<file path="config.mk">
export PLATFORM = sky130hd
export DESIGN_NAME = can_frame_byte_deframer_flat
export DESIGN_NICKNAME = d
export VERILOG_FILES = /design/src/hw/rtl/cfbd_pkg.sv /design/src/hw/rtl/cfbd_if.sv /design/src/hw/rtl/can_frame_byte_deframer.sv /design/src/hw/rtl/cfbd_ctrl.sv /design/src/hw/rtl/cfbd_dp.sv /design/src/flat_wrapper.sv
export SDC_FILE = /design/constraint.sdc
export NUM_CORES = 1
export LEC_CHECK = 0
export ABC_CLOCK_PERIOD_IN_PS = 3700
export BUFFER_PORTS_ARGS = -buffer_cell sky130_fd_sc_hd__clkbuf_2
export CAP_MARGIN = 30
export CORE_ASPECT_RATIO = 1.25
export CORE_UTILIZATION = 54
export CTS_CLUSTER_DIAMETER = 30
export CTS_CLUSTER_SIZE = 12
export DETAILED_ROUTE_END_ITERATION = 10
export PLACE_DENSITY = 0.79
export SYNTH_ARGS = -nofsm -noshare
export SYNTH_HDL_FRONTEND = slang
export SYNTH_HIERARCHICAL = 1
export SYNTH_SLANG_ARGS = --single-unit
</file>
<file path="constraint.sdc">
create_clock -name clock -period 3.7 [get_ports clock]
set_input_delay 0.185 -clock clock [delete_from_list [all_inputs] [get_ports clock]]
set_output_delay 0.185 -clock clock [all_outputs]
set_load 0.05 [all_outputs]
</file>
<file path="src/hw/rtl/cfbd_pkg.sv">
`default_nettype none

package cfbd_pkg;

   // Field widths of the channels
   localparam int BYTE_W  = 8;
   localparam int ID_W    = 11;
   localparam int COUNT_W = 4;
   localparam int POS_W   = 5;
   localparam int ADDR_W  = 8;

   // Register indexes on the csr channel
   localparam logic [ADDR_W-1:0] REG_START_MARKER = 8'd0;
   localparam logic [ADDR_W-1:0] REG_END_MARKER   = 8'd1;

   // Register reset values
   localparam logic [BYTE_W-1:0] START_MARKER_RESET = 8'hAA;
   localparam logic [BYTE_W-1:0] END_MARKER_RESET   = 8'h55;

   // Byte positions within a frame, start marker at zero
   localparam logic [POS_W-1:0] POS_LENGTH  = 5'd1;
   localparam logic [POS_W-1:0] POS_ID_LOW  = 5'd2;
   localparam logic [POS_W-1:0] POS_ID_HIGH = 5'd3;
   localparam logic [POS_W-1:0] HDR_BYTES   = 5'd4;

   typedef enum logic [1:0] {
      ST_IDLE,
      ST_FRAME,
      ST_EMIT
   } state_type;

   // Controller to datapath
   typedef struct packed {
      logic take_start;   // start marker seen: position one next
      logic take_byte;    // frame byte: capture by position, advance
      logic clear_frame;  // leave the frame
      logic start_emit;   // rewind the result index
      logic load_out;     // load next result into the output register
   } cmd_type;

   // Datapath to controller
   typedef struct packed {
      logic is_start;     // incoming byte equals start marker
      logic is_end;       // incoming byte equals end marker
      logic len_bad;      // length byte above the payload limit
      logic at_final;     // incoming byte is the frame's final byte
      logic emit_last;    // next result closes the run
      logic out_free;     // output register can take a result
   } status_type;

endpackage

`default_nettype wire

</file>
<file path="src/hw/rtl/cfbd_if.sv">
`default_nettype none

interface cfbd_req_if;
   logic                          valid;
   logic                          ready;
   logic [cfbd_pkg::BYTE_W-1:0]   rx_byte;

   modport source (output valid, output rx_byte, input ready);
   modport sink   (input valid, input rx_byte, output ready);
endinterface

interface cfbd_rsp_if;
   logic                          valid;
   logic                          ready;
   logic [cfbd_pkg::ID_W-1:0]     frame_id;
   logic [cfbd_pkg::COUNT_W-1:0]  data_count;
   logic [cfbd_pkg::COUNT_W-1:0]  byte_index;
   logic [cfbd_pkg::BYTE_W-1:0]   data_byte;
   logic                          last;

   modport source (output valid, output frame_id, output data_count, output byte_index,
                   output data_byte, output last, input ready);
   modport sink   (input valid, input frame_id, input data_count, input byte_index,
                   input data_byte, input last, output ready);
endinterface

interface cfbd_csr_if;
   logic                          valid;
   logic                          ready;
   logic [cfbd_pkg::ADDR_W-1:0]   index;
   logic [cfbd_pkg::BYTE_W-1:0]   data;

   modport source (output valid, output index, output data, input ready);
   modport sink   (input valid, input index, input data, output ready);
endinterface

`default_nettype wire

</file>
<file path="src/hw/rtl/can_frame_byte_deframer.sv">
`default_nettype none

// Channel   Dir   Payload                                           Handshake
// req_chan  in    rx_byte                                           valid/ready
// rsp_chan  out   frame_id, data_count, byte_index, data_byte, last valid/ready
// csr_chan  in    index (0 start marker, 1 end marker), data        valid/ready
//
// A received byte is taken while idle or inside a frame.
// A good end marker starts a run of max(data_count, 1) items, one per cycle
// while the consumer keeps ready high; req_chan stalls for the whole run,
// paced by the single output register.
// Synchronous reset restores the markers to their reset values and waits for start.
// csr_chan is always ready.

module can_frame_byte_deframer #(
   parameter int MAX_PAYLOAD = 15
) (
   input  wire              clock,
   input  wire              reset,
   cfbd_req_if.sink         req_chan,
   cfbd_rsp_if.source       rsp_chan,
   cfbd_csr_if.sink         csr_chan
);

   cfbd_pkg::cmd_type     cmd;
   cfbd_pkg::status_type  status;
   logic                  req_ready;

   assign req_chan.ready = req_ready;
   assign csr_chan.ready = 1'b1;

   cfbd_ctrl u_ctrl (
      .clock     (clock),
      .reset     (reset),
      .req_valid (req_chan.valid),
      .req_ready (req_ready),
      .status    (status),
      .cmd       (cmd)
   );

   cfbd_dp #(
      .MAX_PAYLOAD (MAX_PAYLOAD)
   ) u_dp (
      .clock          (clock),
      .reset          (reset),
      .rx_byte        (req_chan.rx_byte),
      .csr_valid      (csr_chan.valid),
      .csr_index      (csr_chan.index),
      .csr_data       (csr_chan.data),
      .rsp_ready      (rsp_chan.ready),
      .rsp_valid      (rsp_chan.valid),
      .rsp_frame_id   (rsp_chan.frame_id),
      .rsp_data_count (rsp_chan.data_count),
      .rsp_byte_index (rsp_chan.byte_index),
      .rsp_data_byte  (rsp_chan.data_byte),
      .rsp_last       (rsp_chan.last),
      .cmd            (cmd),
      .status         (status)
   );

endmodule

`default_nettype wire

</file>
<file path="src/hw/rtl/cfbd_ctrl.sv">
`default_nettype none

module cfbd_ctrl (
   input  wire                   clock,
   input  wire                   reset,
   input  wire                   req_valid,
   output logic                  req_ready,
   input  wire cfbd_pkg::status_type status,
   output cfbd_pkg::cmd_type     cmd
);

   cfbd_pkg::state_type state_ff;
   cfbd_pkg::state_type state_in;

   // State register
   always_ff @(posedge clock) begin
      if (reset) begin
         state_ff <= cfbd_pkg::ST_IDLE;
      end else begin
         state_ff <= state_in;
      end
   end

   // Next state and commands
   always_comb begin
      state_in  = state_ff;
      cmd       = '0;
      req_ready = 1'b0;
      case (state_ff)
         cfbd_pkg::ST_IDLE: begin
            req_ready = 1'b1;
            if (req_valid && status.is_start) begin
               cmd.take_start = 1'b1;
               state_in       = cfbd_pkg::ST_FRAME;
            end
         end
         cfbd_pkg::ST_FRAME: begin
            req_ready = 1'b1;
            if (req_valid) begin
               if (status.len_bad) begin
                  // drop the frame at an oversize length
                  cmd.clear_frame = 1'b1;
                  state_in        = cfbd_pkg::ST_IDLE;
               end else if (status.at_final) begin
                  cmd.clear_frame = 1'b1;
                  if (status.is_end) begin
                     cmd.start_emit = 1'b1;
                     state_in       = cfbd_pkg::ST_EMIT;
                  end else begin
                     state_in = cfbd_pkg::ST_IDLE;
                  end
               end else begin
                  cmd.take_byte = 1'b1;
               end
            end
         end
         cfbd_pkg::ST_EMIT: begin
            // push one result per free output slot
            if (status.out_free) begin
               cmd.load_out = 1'b1;
               if (status.emit_last) begin
                  state_in = cfbd_pkg::ST_IDLE;
               end
            end
         end
         default: begin
            state_in = cfbd_pkg::ST_IDLE;
         end
      endcase
   end

endmodule

`default_nettype wire

</file>
<file path="src/hw/rtl/cfbd_dp.sv">
`default_nettype none

module cfbd_dp #(
   parameter int MAX_PAYLOAD = 15
) (
   input  wire                                clock,
   input  wire                                reset,
   input  wire  [cfbd_pkg::BYTE_W-1:0]        rx_byte,
   input  wire                                csr_valid,
   input  wire  [cfbd_pkg::ADDR_W-1:0]        csr_index,
   input  wire  [cfbd_pkg::BYTE_W-1:0]        csr_data,
   input  wire                                rsp_ready,
   output logic                               rsp_valid,
   output logic [cfbd_pkg::ID_W-1:0]          rsp_frame_id,
   output logic [cfbd_pkg::COUNT_W-1:0]       rsp_data_count,
   output logic [cfbd_pkg::COUNT_W-1:0]       rsp_byte_index,
   output logic [cfbd_pkg::BYTE_W-1:0]        rsp_data_byte,
   output logic                               rsp_last,
   input  wire  cfbd_pkg::cmd_type            cmd,
   output cfbd_pkg::status_type               status
);

   localparam int SLOT_W = (MAX_PAYLOAD > 1) ? $clog2(MAX_PAYLOAD) : 1;

   logic [cfbd_pkg::BYTE_W-1:0]  start_marker_ff;
   logic [cfbd_pkg::BYTE_W-1:0]  end_marker_ff;
   logic [cfbd_pkg::POS_W-1:0]   pos_ff;
   logic [cfbd_pkg::COUNT_W-1:0] length_ff;
   logic [cfbd_pkg::ID_W-1:0]    id_ff;
   logic [cfbd_pkg::COUNT_W-1:0] emit_idx_ff;
   logic [cfbd_pkg::BYTE_W-1:0]  payload_mem [MAX_PAYLOAD];

   logic                          rsp_valid_ff;
   logic [cfbd_pkg::ID_W-1:0]     out_id_ff;
   logic [cfbd_pkg::COUNT_W-1:0]  out_count_ff;
   logic [cfbd_pkg::COUNT_W-1:0]  out_index_ff;
   logic [cfbd_pkg::BYTE_W-1:0]   out_byte_ff;
   logic                          out_last_ff;

   logic [cfbd_pkg::POS_W-1:0]    slot;
   logic [cfbd_pkg::POS_W-1:0]    final_pos;

   assign slot      = pos_ff - cfbd_pkg::HDR_BYTES;
   assign final_pos = cfbd_pkg::HDR_BYTES + {1'b0, length_ff};

   // Status toward the controller
   always_comb begin
      status.is_start  = (rx_byte == start_marker_ff);
      status.is_end    = (rx_byte == end_marker_ff);
      status.len_bad   = (pos_ff == cfbd_pkg::POS_LENGTH) &&
                         (rx_byte[3:0] > cfbd_pkg::COUNT_W'(MAX_PAYLOAD));
      status.at_final  = (pos_ff >= final_pos);
      status.emit_last = (length_ff == '0) ||
                         ((emit_idx_ff + cfbd_pkg::COUNT_W'(1)) == length_ff);
      status.out_free  = !rsp_valid_ff || rsp_ready;
   end

   // Marker registers
   always_ff @(posedge clock) begin
      if (reset) begin
         start_marker_ff <= cfbd_pkg::START_MARKER_RESET;
         end_marker_ff   <= cfbd_pkg::END_MARKER_RESET;
      end else if (csr_valid) begin
         if (csr_index == cfbd_pkg::REG_START_MARKER) begin
            start_marker_ff <= csr_data;
         end else if (csr_index == cfbd_pkg::REG_END_MARKER) begin
            end_marker_ff <= csr_data;
         end
      end
   end

   // Frame position and header capture
   always_ff @(posedge clock) begin
      if (reset) begin
         pos_ff    <= '0;
         length_ff <= '0;
         id_ff     <= '0;
      end else if (cmd.take_start) begin
         pos_ff <= cfbd_pkg::POS_LENGTH;
      end else if (cmd.clear_frame) begin
         pos_ff <= '0;
      end else if (cmd.take_byte) begin
         pos_ff <= pos_ff + cfbd_pkg::POS_W'(1);
         case (pos_ff)
            cfbd_pkg::POS_LENGTH: begin
               length_ff <= rx_byte[3:0];
            end
            cfbd_pkg::POS_ID_LOW: begin
               id_ff <= {3'b000, rx_byte};
            end
            cfbd_pkg::POS_ID_HIGH: begin
               id_ff[10:8] <= rx_byte[2:0];
            end
            default: begin
            end
         endcase
      end
   end

   // Payload store write
   always_ff @(posedge clock) begin
      if (cmd.take_byte && (pos_ff >= cfbd_pkg::HDR_BYTES) &&
          (slot < cfbd_pkg::POS_W'(MAX_PAYLOAD))) begin
         payload_mem[slot[SLOT_W-1:0]] <= rx_byte;
      end
   end

   // Result index
   always_ff @(posedge clock) begin
      if (reset) begin
         emit_idx_ff <= '0;
      end else if (cmd.start_emit) begin
         emit_idx_ff <= '0;
      end else if (cmd.load_out) begin
         emit_idx_ff <= emit_idx_ff + cfbd_pkg::COUNT_W'(1);
      end
   end

   // Output register: valid flag
   always_ff @(posedge clock) begin
      if (reset) begin
         rsp_valid_ff <= 1'b0;
      end else if (cmd.load_out) begin
         rsp_valid_ff <= 1'b1;
      end else if (rsp_ready) begin
         rsp_valid_ff <= 1'b0;
      end
   end

   // Output register: payload, read from the store
   always_ff @(posedge clock) begin
      if (cmd.load_out) begin
         out_id_ff    <= id_ff;
         out_count_ff <= length_ff;
         out_index_ff <= emit_idx_ff;
         out_last_ff  <= status.emit_last;
         if (length_ff == '0) begin
            out_byte_ff <= '0;
         end else begin
            out_byte_ff <= payload_mem[emit_idx_ff[SLOT_W-1:0]];
         end
      end
   end

   assign rsp_valid      = rsp_valid_ff;
   assign rsp_frame_id   = out_id_ff;
   assign rsp_data_count = out_count_ff;
   assign rsp_byte_index = out_index_ff;
   assign rsp_data_byte  = out_byte_ff;
   assign rsp_last       = out_last_ff;

endmodule

`default_nettype wire
</file>
<file path="src/flat_wrapper.sv">
// flat-port wrapper written by rule: the top's interface ports become plain ports
module can_frame_byte_deframer_flat 
#(
   parameter int MAX_PAYLOAD = 15
)
  (clock, reset, req_chan_valid, req_chan_rx_byte, req_chan_ready, rsp_chan_valid, rsp_chan_frame_id, rsp_chan_data_count, rsp_chan_byte_index, rsp_chan_data_byte, rsp_chan_last, rsp_chan_ready, csr_chan_valid, csr_chan_index, csr_chan_data, csr_chan_ready);
  cfbd_req_if req_chan_i ();
  cfbd_rsp_if rsp_chan_i ();
  cfbd_csr_if csr_chan_i ();
  input  wire clock;
  input  wire reset;
  input wire logic [$bits(req_chan_i.valid)-1:0] req_chan_valid;
  input wire logic [$bits(req_chan_i.rx_byte)-1:0] req_chan_rx_byte;
  output wire logic [$bits(req_chan_i.ready)-1:0] req_chan_ready;
  output wire logic [$bits(rsp_chan_i.valid)-1:0] rsp_chan_valid;
  output wire logic [$bits(rsp_chan_i.frame_id)-1:0] rsp_chan_frame_id;
  output wire logic [$bits(rsp_chan_i.data_count)-1:0] rsp_chan_data_count;
  output wire logic [$bits(rsp_chan_i.byte_index)-1:0] rsp_chan_byte_index;
  output wire logic [$bits(rsp_chan_i.data_byte)-1:0] rsp_chan_data_byte;
  output wire logic [$bits(rsp_chan_i.last)-1:0] rsp_chan_last;
  input wire logic [$bits(rsp_chan_i.ready)-1:0] rsp_chan_ready;
  input wire logic [$bits(csr_chan_i.valid)-1:0] csr_chan_valid;
  input wire logic [$bits(csr_chan_i.index)-1:0] csr_chan_index;
  input wire logic [$bits(csr_chan_i.data)-1:0] csr_chan_data;
  output wire logic [$bits(csr_chan_i.ready)-1:0] csr_chan_ready;
  assign req_chan_i.valid = req_chan_valid;
  assign req_chan_i.rx_byte = req_chan_rx_byte;
  assign req_chan_ready = req_chan_i.ready;
  assign rsp_chan_valid = rsp_chan_i.valid;
  assign rsp_chan_frame_id = rsp_chan_i.frame_id;
  assign rsp_chan_data_count = rsp_chan_i.data_count;
  assign rsp_chan_byte_index = rsp_chan_i.byte_index;
  assign rsp_chan_data_byte = rsp_chan_i.data_byte;
  assign rsp_chan_last = rsp_chan_i.last;
  assign rsp_chan_i.ready = rsp_chan_ready;
  assign csr_chan_i.valid = csr_chan_valid;
  assign csr_chan_i.index = csr_chan_index;
  assign csr_chan_i.data = csr_chan_data;
  assign csr_chan_ready = csr_chan_i.ready;
  can_frame_byte_deframer #(.MAX_PAYLOAD(MAX_PAYLOAD)) u_core (.clock(clock), .reset(reset), .req_chan(req_chan_i), .rsp_chan(rsp_chan_i), .csr_chan(csr_chan_i));
endmodule
</file>
# Word-level counts from Yosys, hierarchy flattened
# Memories as Yosys holds them, arrays and structs flattened. A register that Yosys moved wholly into a read port is not among the register bits.
# Cells that the tools add are included.
op_classes:
  add_sub_neg: 4
  order_cmp: 4
  n_eq_ne: 14
  mux: 29
  bitwise_logic: 3
  reduce_logical: 22
ops:
  columns: ["operator", "n"]
  rows:
  - ["$mux W1", 17]
  - ["$eq A8 B8 Y1", 2]
  - ["$mux W2", 8]
  - ["$reduce_and A4 Y1", 3]
  - ["$eq A5 B2 Y1 const B", 2]
  - ["$eq A8 B1 Y1 const B", 1]
  - ["$logic_not A8 Y1", 1]
  - ["$mux W3", 2]
  - ["$pmux W2 S3", 1]
  - ["$pmux W3 S2", 1]
  - ["$add A3 B4 Y5 const A", 1]
  - ["$add A5 B1 Y5 const B", 1]
  - ["$eq A5 B1 Y1 const B", 1]
  - ["$ge A5 B3 Y1 const B", 1]
  - ["$ge A5 B5 Y1", 1]
  - ["$lt A5 B4 Y1 const B", 1]
  - ["$reduce_and A5 Y1", 1]
  - ["$sub A5 B3 Y5 const B", 1]
  - ["$add A4 B1 Y4 const B", 1]
  - ["$eq A4 B4 Y1", 1]
  - ["$gt A4 B4 Y1 const B", 1]
  - ["$logic_and A1 B1 Y1", 4]
  - ["$logic_not A4 Y1", 1]
  - ["$ne A2 B1 Y1 const B", 2]
  - ["14 further kinds", 20]
word_totals:
  ff_bits: 63
  ramBits: 120
  input_bits: 29
  output_inout_bits: 31
  elab_cells: 91
  memories: 1
memory_table:
  columns: ["memory", "depth", "word_bits", "rd", "rd_ports_with_merged_regs", "wr", "line", "text"]
  rows:
  - ["u_core.u_dp.payload_mem", 15, 8, 1, 1, 1, "cfbd_dp.sv:31", "logic [cfbd_pkg::BYTE_W-1:0] payload_mem [MAX_PAYLOAD];"]

# Logic depth before layout (Yosys ltp)
# Gate-level depths: netlist of run 1.
depth:
  word_depth: 10
  depth_mapped: 12
  ltp_nobuf: 12

# Modules after synthesis
# Netlist of run 1, hierarchy kept.
modules_own_cells:
  columns: ["module", "instances", "cells_per_inst", "area_per_inst_um2", "seq_area_each_um2"]
  rows:
  - ["cfbd_dp", 1, 509, 7713.6, 5265.0]
  - ["cfbd_ctrl", 1, 19, 135.1, 40.0]
  - ["can_frame_byte_deframer", 1, 2, 11.3, 0.0]

# Worst setup path before layout of run 1
# No wires, ideal clock.
synth_path:
  path_type: "register to register"
  startpoint: "reg u_core.u_dp.rsp_valid_ff, in the netlist u_core/u_dp/rsp_valid"
  endpoint: "reg u_core/u_dp/emit_idx_ff[3] in the netlist's numbering"
  setup_time_ns: 0.078
  arrival_ns: 3.776
  required_ns: 3.622
  slack_ns: -0.154
  stages_incl_launch_ff: 6
  n_path_buf: 0
  synth_period_minus_slack_ns: 3.854
  cell_sequence: "dfxtp_1 -> nand2b_1 -> nor3b_1 -> nand4_1 -> xor2_1 -> nor3_1"
synth_rtl:
  columns: ["item", "line", "text"]
  rows:
  - ["from (decl)", "cfbd_dp.sv:33", "logic rsp_valid_ff;"]
  - ["from (signal assigned)", "cfbd_dp.sv:122", "rsp_valid_ff <= 1'b0;"]
  - ["from (signal assigned)", "cfbd_dp.sv:124", "rsp_valid_ff <= 1'b1;"]
  - ["from (signal assigned)", "cfbd_dp.sv:126", "rsp_valid_ff <= 1'b0;"]
  - ["to (signal assigned)", "cfbd_dp.sv:115", "emit_idx_ff <= emit_idx_ff + cfbd_pkg::COUNT_W'(1);"]
  - ["to (decl)", "cfbd_dp.sv:30", "logic [cfbd_pkg::COUNT_W-1:0] emit_idx_ff;"]

==> summary.txt, run 1 <==
design area: 9000 um2
startpoint types: register
worst setup path class: register to register
count of unique library cells instantiated by Yosys: 44
Vias/cell: 5.83
number of synthesized flops with an enable pin: 148
Final period util: 89.9%
Max Transition Viols Final: 0
starting density of the core: 56.2%
ANT nets after route: 0
global-route wire length before repair: 24600 um
Tightest Hold Check Type: input pin to register
cell taking the most area after synthesis: sky130_fd_sc_hd__edfxtp_1
mean instance size in the synthesized netlist: 14.8 um2
GRT Residual Overflow: 0
ratio of total power to cell area: 470 nW/um2
post-synthesis register bit count: 191
RePlAce Congestion: 0.857
Yosys warnings: 6
worst-path cell chain: inv_1 > ha_1 > nand2b_1 > a21o_1 > a21oi_1 > o21ai_0 > nor2_1 > nor2_1 > nor4b_1 > nand3_1 > mux2i_1 > nor2_1
maximum vdd drop: 0.000263 V
Leak Pwr: 3.21 nW
Reg clk slew, reported paths: 0.07 ns
first-pass iteration count of the detailed router: 5
slowest stage cell on the critical path: sky130_fd_sc_hd__nor4b_1
number of levels in the clock H-tree: 4
min-delay src: csr_chan_data[4]
total routing resource utilization after global routing: 23.0%
Synth area leaders: sky130_fd_sc_hd__edfxtp_1 (57%), sky130_fd_sc_hd__dfxtp_1 (11%), sky130_fd_sc_hd__mux2i_1 (5.9%)
Worst path max stage delay: 0.53 ns
arrival time at the worst endpoint: 3.61 ns
number of CTS-inserted buffers: 17
Root Buffer Master: sky130_fd_sc_hd__clkbuf_16
via count of the first global-routing pass: 4600
number of gates resized after cts: 0
post-DR wirelength/cell: 20.2 um
Cell Rows: 48
via total after detailed routing: 4566
origin of the worst setup path: u_core/u_dp/pos_ff[0]
placed insts: 747
achievable frequency: 301 MHz
cell count after synthesis: 530
wirelength, routed: 15800 um
die outline area: 15000 um2
total standard cell area after synthesis: 7860 um2
max-capacitance violation count: 0
net count after synthesis: 577
maximum number of pins on one net before global-route repair: 41
number of setup violations in the final report: 0
IO Pins: 60
buffers added on ports: 58
CTS sink count: 191
Finished Layout Cells: 783
die boundary height: 137 um
maximum number of buffers from clock root to sink: 2
area added between synthesis and finish: 14.5%
CP required: 3.98 ns
layout cell share with drive strength beyond 1: 21.4%
# Post-CTS Setup Buffers: 0
Placed Area: 8330 um2
Worst Max-Slew Pin Slew: 0.848 ns
CTS tree: yes
final net count: 642
share of synthesized registers carrying an async set or reset: 0%
Final min period: 3.33 ns
fraction of the yosys area taken by sequential cells: 67.5%
placed wire-length estimate: 10300 um
CORE AREA: 14000 um2
final sum of negative setup slack: 0 ns
width of the die: 110 um
main flop type after synthesis: sky130_fd_sc_hd__edfxtp_1
Commonest cells post-synth: sky130_fd_sc_hd__edfxtp_1 (148), sky130_fd_sc_hd__mux2i_1 (46), sky130_fd_sc_hd__dfxtp_1 (43)
number of DRC violations after detailed routing: 0
worst-skew pair later-pin latency: 0.43 ns
Critical Path Sink Type: register
worst-case headroom to the max-slew limit: 43.2%
cell repeated most along the worst path: sky130_fd_sc_hd__nor2_1
RSZ-0062 raised after global routing: no
Max Clock Skew: 0.0133 ns
delay-heaviest family, CP: simple AND/OR/NAND/NOR gates
number of diodes: 0
initial detailed-routing violation count: 264
run status: finished, final reports clean
fraction of post-synthesis cell area in the top cell type by area: 56.5%
count of endpoints failing hold in the final timing report: 0
combined buffer and inverter count along the critical path: 1
number of antenna violations at the first check in global routing: 0
Critical R2R Launch: u_core/u_dp/pos_ff[0]
maximum fanout along the worst path: 8
leading cell type by number of instances after synthesis: sky130_fd_sc_hd__edfxtp_1
-- report_power, final --
| part | switching, mW | internal [mW] | leakage [nW] | total, mW |
|---|---|---|---|---|
| clock network | 0.794 | 1.06 | 0.313 | 1.85 |
| logic | 0.0551 | 0.0243 | 1.20 | 0.0794 |
| registers | 0.000313 | 2.30 | 1.70 | 2.30 |
-- cell families (layout without fill, tap and decap cells) --
group / Yosys count / after routing / synth area share (%)
compound gates: 64 / 64 / 5.44
xor+xnor: 29 / 29 / 3.23
fa+ha+maj: 18 / 18 / 2.87
buf+inv: 44 / 122 / 2.48
flops: 191 / 191 / 67.5
mux: 62 / 62 / 10.4
other cells: 2 / 2 / 0.0955
simple gates: 120 / 120 / 7.94
-- path summary, 6_finish.rpt --
| kind | to | slack [ns] | cells after the start |
|---|---|---|---|
| min reg2reg | u_core/u_dp/rsp_frame_id[10] | 0.44 | 0 |
| max | u_core/u_dp/id_ff[7] | 0.37 | 12 |
| max reg2reg | u_core/u_dp/id_ff[7] | 0.37 | 12 |
| min | u_core/u_dp/start_marker_ff[4] | 0.03 | 3 |
-- layout by cell type, fill, tap and decap left out, types with 2 or more instances in the layout --
master,count
sky130_fd_sc_hd__xnor2_1,24
sky130_fd_sc_hd__clkbuf_16,21
sky130_fd_sc_hd__nand2_1,19
sky130_fd_sc_hd__nand3_1,7
sky130_fd_sc_hd__a211oi_1,16
sky130_fd_sc_hd__clkbuf_2,58
sky130_fd_sc_hd__clkinv_2,2
sky130_fd_sc_hd__dfxtp_1,41
sky130_fd_sc_hd__inv_8,2
sky130_fd_sc_hd__or2_2,4
sky130_fd_sc_hd__inv_1,17
sky130_fd_sc_hd__dlygate4sd3_1,4
sky130_fd_sc_hd__mux4_2,16
sky130_fd_sc_hd__nand2b_1,3
sky130_fd_sc_hd__o22ai_1,8
sky130_fd_sc_hd__and3_1,15
sky130_fd_sc_hd__nand4_1,6
sky130_fd_sc_hd__dfxtp_2,2
sky130_fd_sc_hd__xor2_1,5
sky130_fd_sc_hd__o21ai_0,9
sky130_fd_sc_hd__edfxtp_1,148
sky130_fd_sc_hd__mux2i_1,46
sky130_fd_sc_hd__or3_1,2
sky130_fd_sc_hd__conb_1,2
sky130_fd_sc_hd__nor2_1,36
sky130_fd_sc_hd__nor2b_1,13
sky130_fd_sc_hd__inv_6,4
sky130_fd_sc_hd__buf_4,11
sky130_fd_sc_hd__ha_1,18
sky130_fd_sc_hd__a21oi_1,16
sky130_fd_sc_hd__a211o_1,8
sky130_fd_sc_hd__nor3_1,6
-- sequential cells by signal (all words and copies together), names as in the netlist --
signal and flops:
u_core/u_dp/rsp_byte_index 4, u_core/u_dp/rsp_data_count 4, u_core/u_dp/pos_ff 5, u_core/u_dp/length_ff 4
u_core/u_dp/id_ff 11, u_core/u_dp/rsp_frame_id 11, u_core/u_dp/payload_mem 120, u_core/u_dp/rsp_last 1
u_core/u_dp/rsp_valid 1, u_core/u_dp/start_marker_ff 8, u_core/u_ctrl/state_ff 2, u_core/u_dp/end_marker_ff 8
u_core/u_dp/emit_idx_ff 4, u_core/u_dp/rsp_data_byte 8
-- tightest hold or removal path: stages --
cell	delay, ns
sky130_fd_sc_hd__clkbuf_2	0.09
sky130_fd_sc_hd__mux2i_1	0.07
sky130_fd_sc_hd__nor2_1	0.07
-- timing repair --
| item | in CTS | in global routing |
|---|---|---|
| endpoints found under the setup margin | 0 | 0 |
| endpoints found under the hold margin | 4 | 0 |
| hold buffers | 4 | 0 |
-- cell type report --
class                           count  area, um2
Tap cell                          175        219
Inverter                           17       63.8
Fill cell                         988       5000
Sequential cell                   191       5310
Timing Repair Buffer               73        413
Clock inverter                     10       82.6
Clock buffer                       22        539
Multi-Input combinational cell    295       2370
-- metrics by stage --
step	setup slack [ns]	hold WS, ns	utilization, %	total power, mW
final	0.374	0.0307	64.3	4.23
after global routing	0.0893	0.0570	64.3	4.35
after CTS	0.424	0.0130	64.3	4.25
after detailed placement	0.505	0.418	59.6	2.42
after global placement	0.755	0.408	59.6	2.42
after floorplan	0.686	0.247	-	2.37
-- per-layer routing --
layer	wire length, um	GRT usage, %	part of all wire [%]	vias to the layer above
met3	897	4.62	5.7	30
met4	466	11.2	2.9	0
met1	6320	28.4	40	2246
met5	0	0	0	-
met2	8130	38.5	51	174
li1	-	-	-	2116
Power figures use the tool's default switching activity.
==> inputs of run 2 (changes only) <==
CORE_UTILIZATION = 35   (was 54)
PLACE_DENSITY = 0.56   (was 0.79)
==> summary.txt, run 2 (same netlist as run 1, synthesis figures left out) <==
total routing resource utilization after global routing: 15.7%
Vias/cell: 5.02
Tightest Hold Check Type: input pin to register
width of the die: 136 um
starting density of the core: 36.1%
number of antenna violations at the first check in global routing: 0
buffers added on ports: 58
layout cell share with drive strength beyond 1: 21.5%
worst-path cell chain: inv_1 > ha_1 > nand2b_1 > a21o_1 > a21oi_1 > o21ai_0 > nor2_1 > nor2_1 > nor4b_1 > nand3_1 > mux2i_1 > nor2_1
number of fill cells in the layout: 2028
die outline area: 23100 um2
Routed met3 length: 758 um
combined area of the multi-input logic cells: 2370 um2
Final min period: 3.20 ns
number of flip-flops in the largest register: 120
global-route wire length before repair: 26000 um
via count of the first global-routing pass: 4582
CTS tree: yes
RePlAce Congestion: 0.834
max-capacitance violation count: 0
GRT Residual Overflow: 0
Worst path max stage delay: 0.52 ns
via total after detailed routing: 4462
IO Pins: 60
top routing layer used: met4
metal2 WL: 9250 um
combined buffer and inverter count along the critical path: 1
Cell Rows: 60
worst setup slack after placement: 0.533 ns
maximum number of pins on one net before global-route repair: 41
CP required: 3.99 ns
commonest cells after routing, fill and taps aside: sky130_fd_sc_hd__edfxtp_1 (148), sky130_fd_sc_hd__clkbuf_2 (58), sky130_fd_sc_hd__mux2i_1 (46)
arrival time at the worst endpoint: 3.49 ns
delay-heaviest family, CP: simple AND/OR/NAND/NOR gates
ratio of total power to cell area: 458 nW/um2
count of endpoints failing hold in the final timing report: 0
number of DRC violations after detailed routing: 0
Critical Path Sink Type: register
Max Clock Skew: 0.0174 ns
placed wire-length estimate: 11400 um
run status: finished, final reports clean
die boundary height: 170 um
maximum number of buffers from clock root to sink: 2
Reg clk slew, reported paths: 0.07 ns
maximum fanout along the worst path: 8
Storage cell area: 5310 um2
length of routed wiring on met1: 6770 um
Worst Max-Slew Pin Slew: 0.902 ns
first-pass iteration count of the detailed router: 4
CTS sink count: 191
Final period util: 86.5%
Leak Pwr: 3.20 nW
Max Transition Viols Final: 0
RSZ-0062 raised after global routing: no
most common library cell in the layout ignoring fill and taps: sky130_fd_sc_hd__edfxtp_1
number of CTS-inserted buffers: 17
area added between synthesis and finish: 15.9%
worst-skew pair later-pin latency: 0.43 ns
slowest stage cell on the critical path: sky130_fd_sc_hd__nand3_1
achievable frequency: 313 MHz
final net count: 644
final critical-path setup slack: 0.501 ns
number of diodes: 0
number of setup violations in the final report: 0
Total Power: 4.17 mW
initial detailed-routing violation count: 228
Root Buffer Master: sky130_fd_sc_hd__clkbuf_16
startpoint types: register
number of gates resized after cts: 0
maximum vdd drop: 0.000309 V
post-DR wirelength/cell: 19.2 um
worst-case headroom to the max-slew limit: 39.5%
worst setup path class: register to register
wirelength, routed: 17000 um
cell repeated most along the worst path: sky130_fd_sc_hd__nor2_1
number of levels in the clock H-tree: 4
CORE AREA: 21800 um2
final sum of negative setup slack: 0 ns
ANT nets after route: 0
[run 2: changes by cell type in the layout (fill, tap and decap cells not counted), sizes merged]
cell / delta
dlygate4sd3: +1
buf: +1
bufinv: +1
inv: +1
clkbuf: -4
clkinv: +1
clkinvlp: +1
[run 2: final cells by class]
cell class | count | share of cell area, %
Clock buffer | 18 | 4.82
Sequential cell | 191 | 58.3
Timing Repair Buffer | 75 | 4.73
Multi-Input combinational cell | 295 | 26.0
Clock inverter | 14 | 1.61
Inverter | 17 | 0.701
Tap cell | 279 | 3.83
[run 2: layer usage]
layer  up-vias  global-route usage [%]
li1       2121                       -
met1      2212                    18.4
met5         -                       0
met2       111                    28.2
met4         0                    5.80
met3        18                    2.78
[run 2: worst paths after layout]
| path | slack, ns | endpoint | start | depth (start not counted) |
|---|---|---|---|---|
| min | 0.02 | u_core/u_dp/start_marker_ff[0] | csr_chan_data[0] | 3 |
| max | 0.50 | u_core/u_dp/id_ff[7] | u_core/u_dp/pos_ff[0] | 12 |
| max reg2reg | 0.50 | u_core/u_dp/id_ff[7] | u_core/u_dp/pos_ff[0] | 12 |
| min reg2reg | 0.43 | u_core/u_dp/rsp_frame_id[6] | u_core/u_dp/id_ff[6] | 0 |
[run 2: metrics by stage]
| stage | area, um2 | cells | util (%) | hold WS, ns |
|---|---|---|---|---|
| final | 9110 | 889 | 41.8 | 0.0227 |
| after global routing | 9110 | 889 | 41.8 | 0.0159 |
| after CTS | 9110 | 889 | 41.8 | 0.0130 |
| after detailed placement | 8470 | 852 | 38.9 | 0.412 |
| after global placement | 8470 | 852 | 38.9 | 0.409 |
| after floorplan | 7870 | 530 | - | 0.247 |
[run 2: power by group]
| group | leakage (nW) | internal, mW | total, mW | switching, mW |
|---|---|---|---|---|
| combinational | 1.21 | 0.0243 | 0.0800 | 0.0558 |
| sequential | 1.70 | 2.30 | 2.30 | 0.000320 |
| clock | 0.288 | 0.973 | 1.79 | 0.819 |
| total | 3.20 | 3.30 | 4.17 | 0.875 |
[run 2: worst reg2reg max path, cell delays in order (launching register included)]
cell and delay (ns):
sky130_fd_sc_hd__dfxtp_1 0.42, sky130_fd_sc_hd__inv_1 0.12, sky130_fd_sc_hd__ha_1 0.29, sky130_fd_sc_hd__nand2b_1 0.14, sky130_fd_sc_hd__a21o_1 0.17, sky130_fd_sc_hd__a21oi_1 0.13, sky130_fd_sc_hd__o21ai_0 0.14, sky130_fd_sc_hd__nor2_1 0.16
sky130_fd_sc_hd__nor2_1 0.09, sky130_fd_sc_hd__nor4b_1 0.48, sky130_fd_sc_hd__nand3_1 0.52, sky130_fd_sc_hd__mux2i_1 0.34, sky130_fd_sc_hd__nor2_1 0.06
[run 2: repair_timing]
action,CTS,global route
hold buffers,5,0
buffers inserted,0,0
hold endpoints to repair,5,0
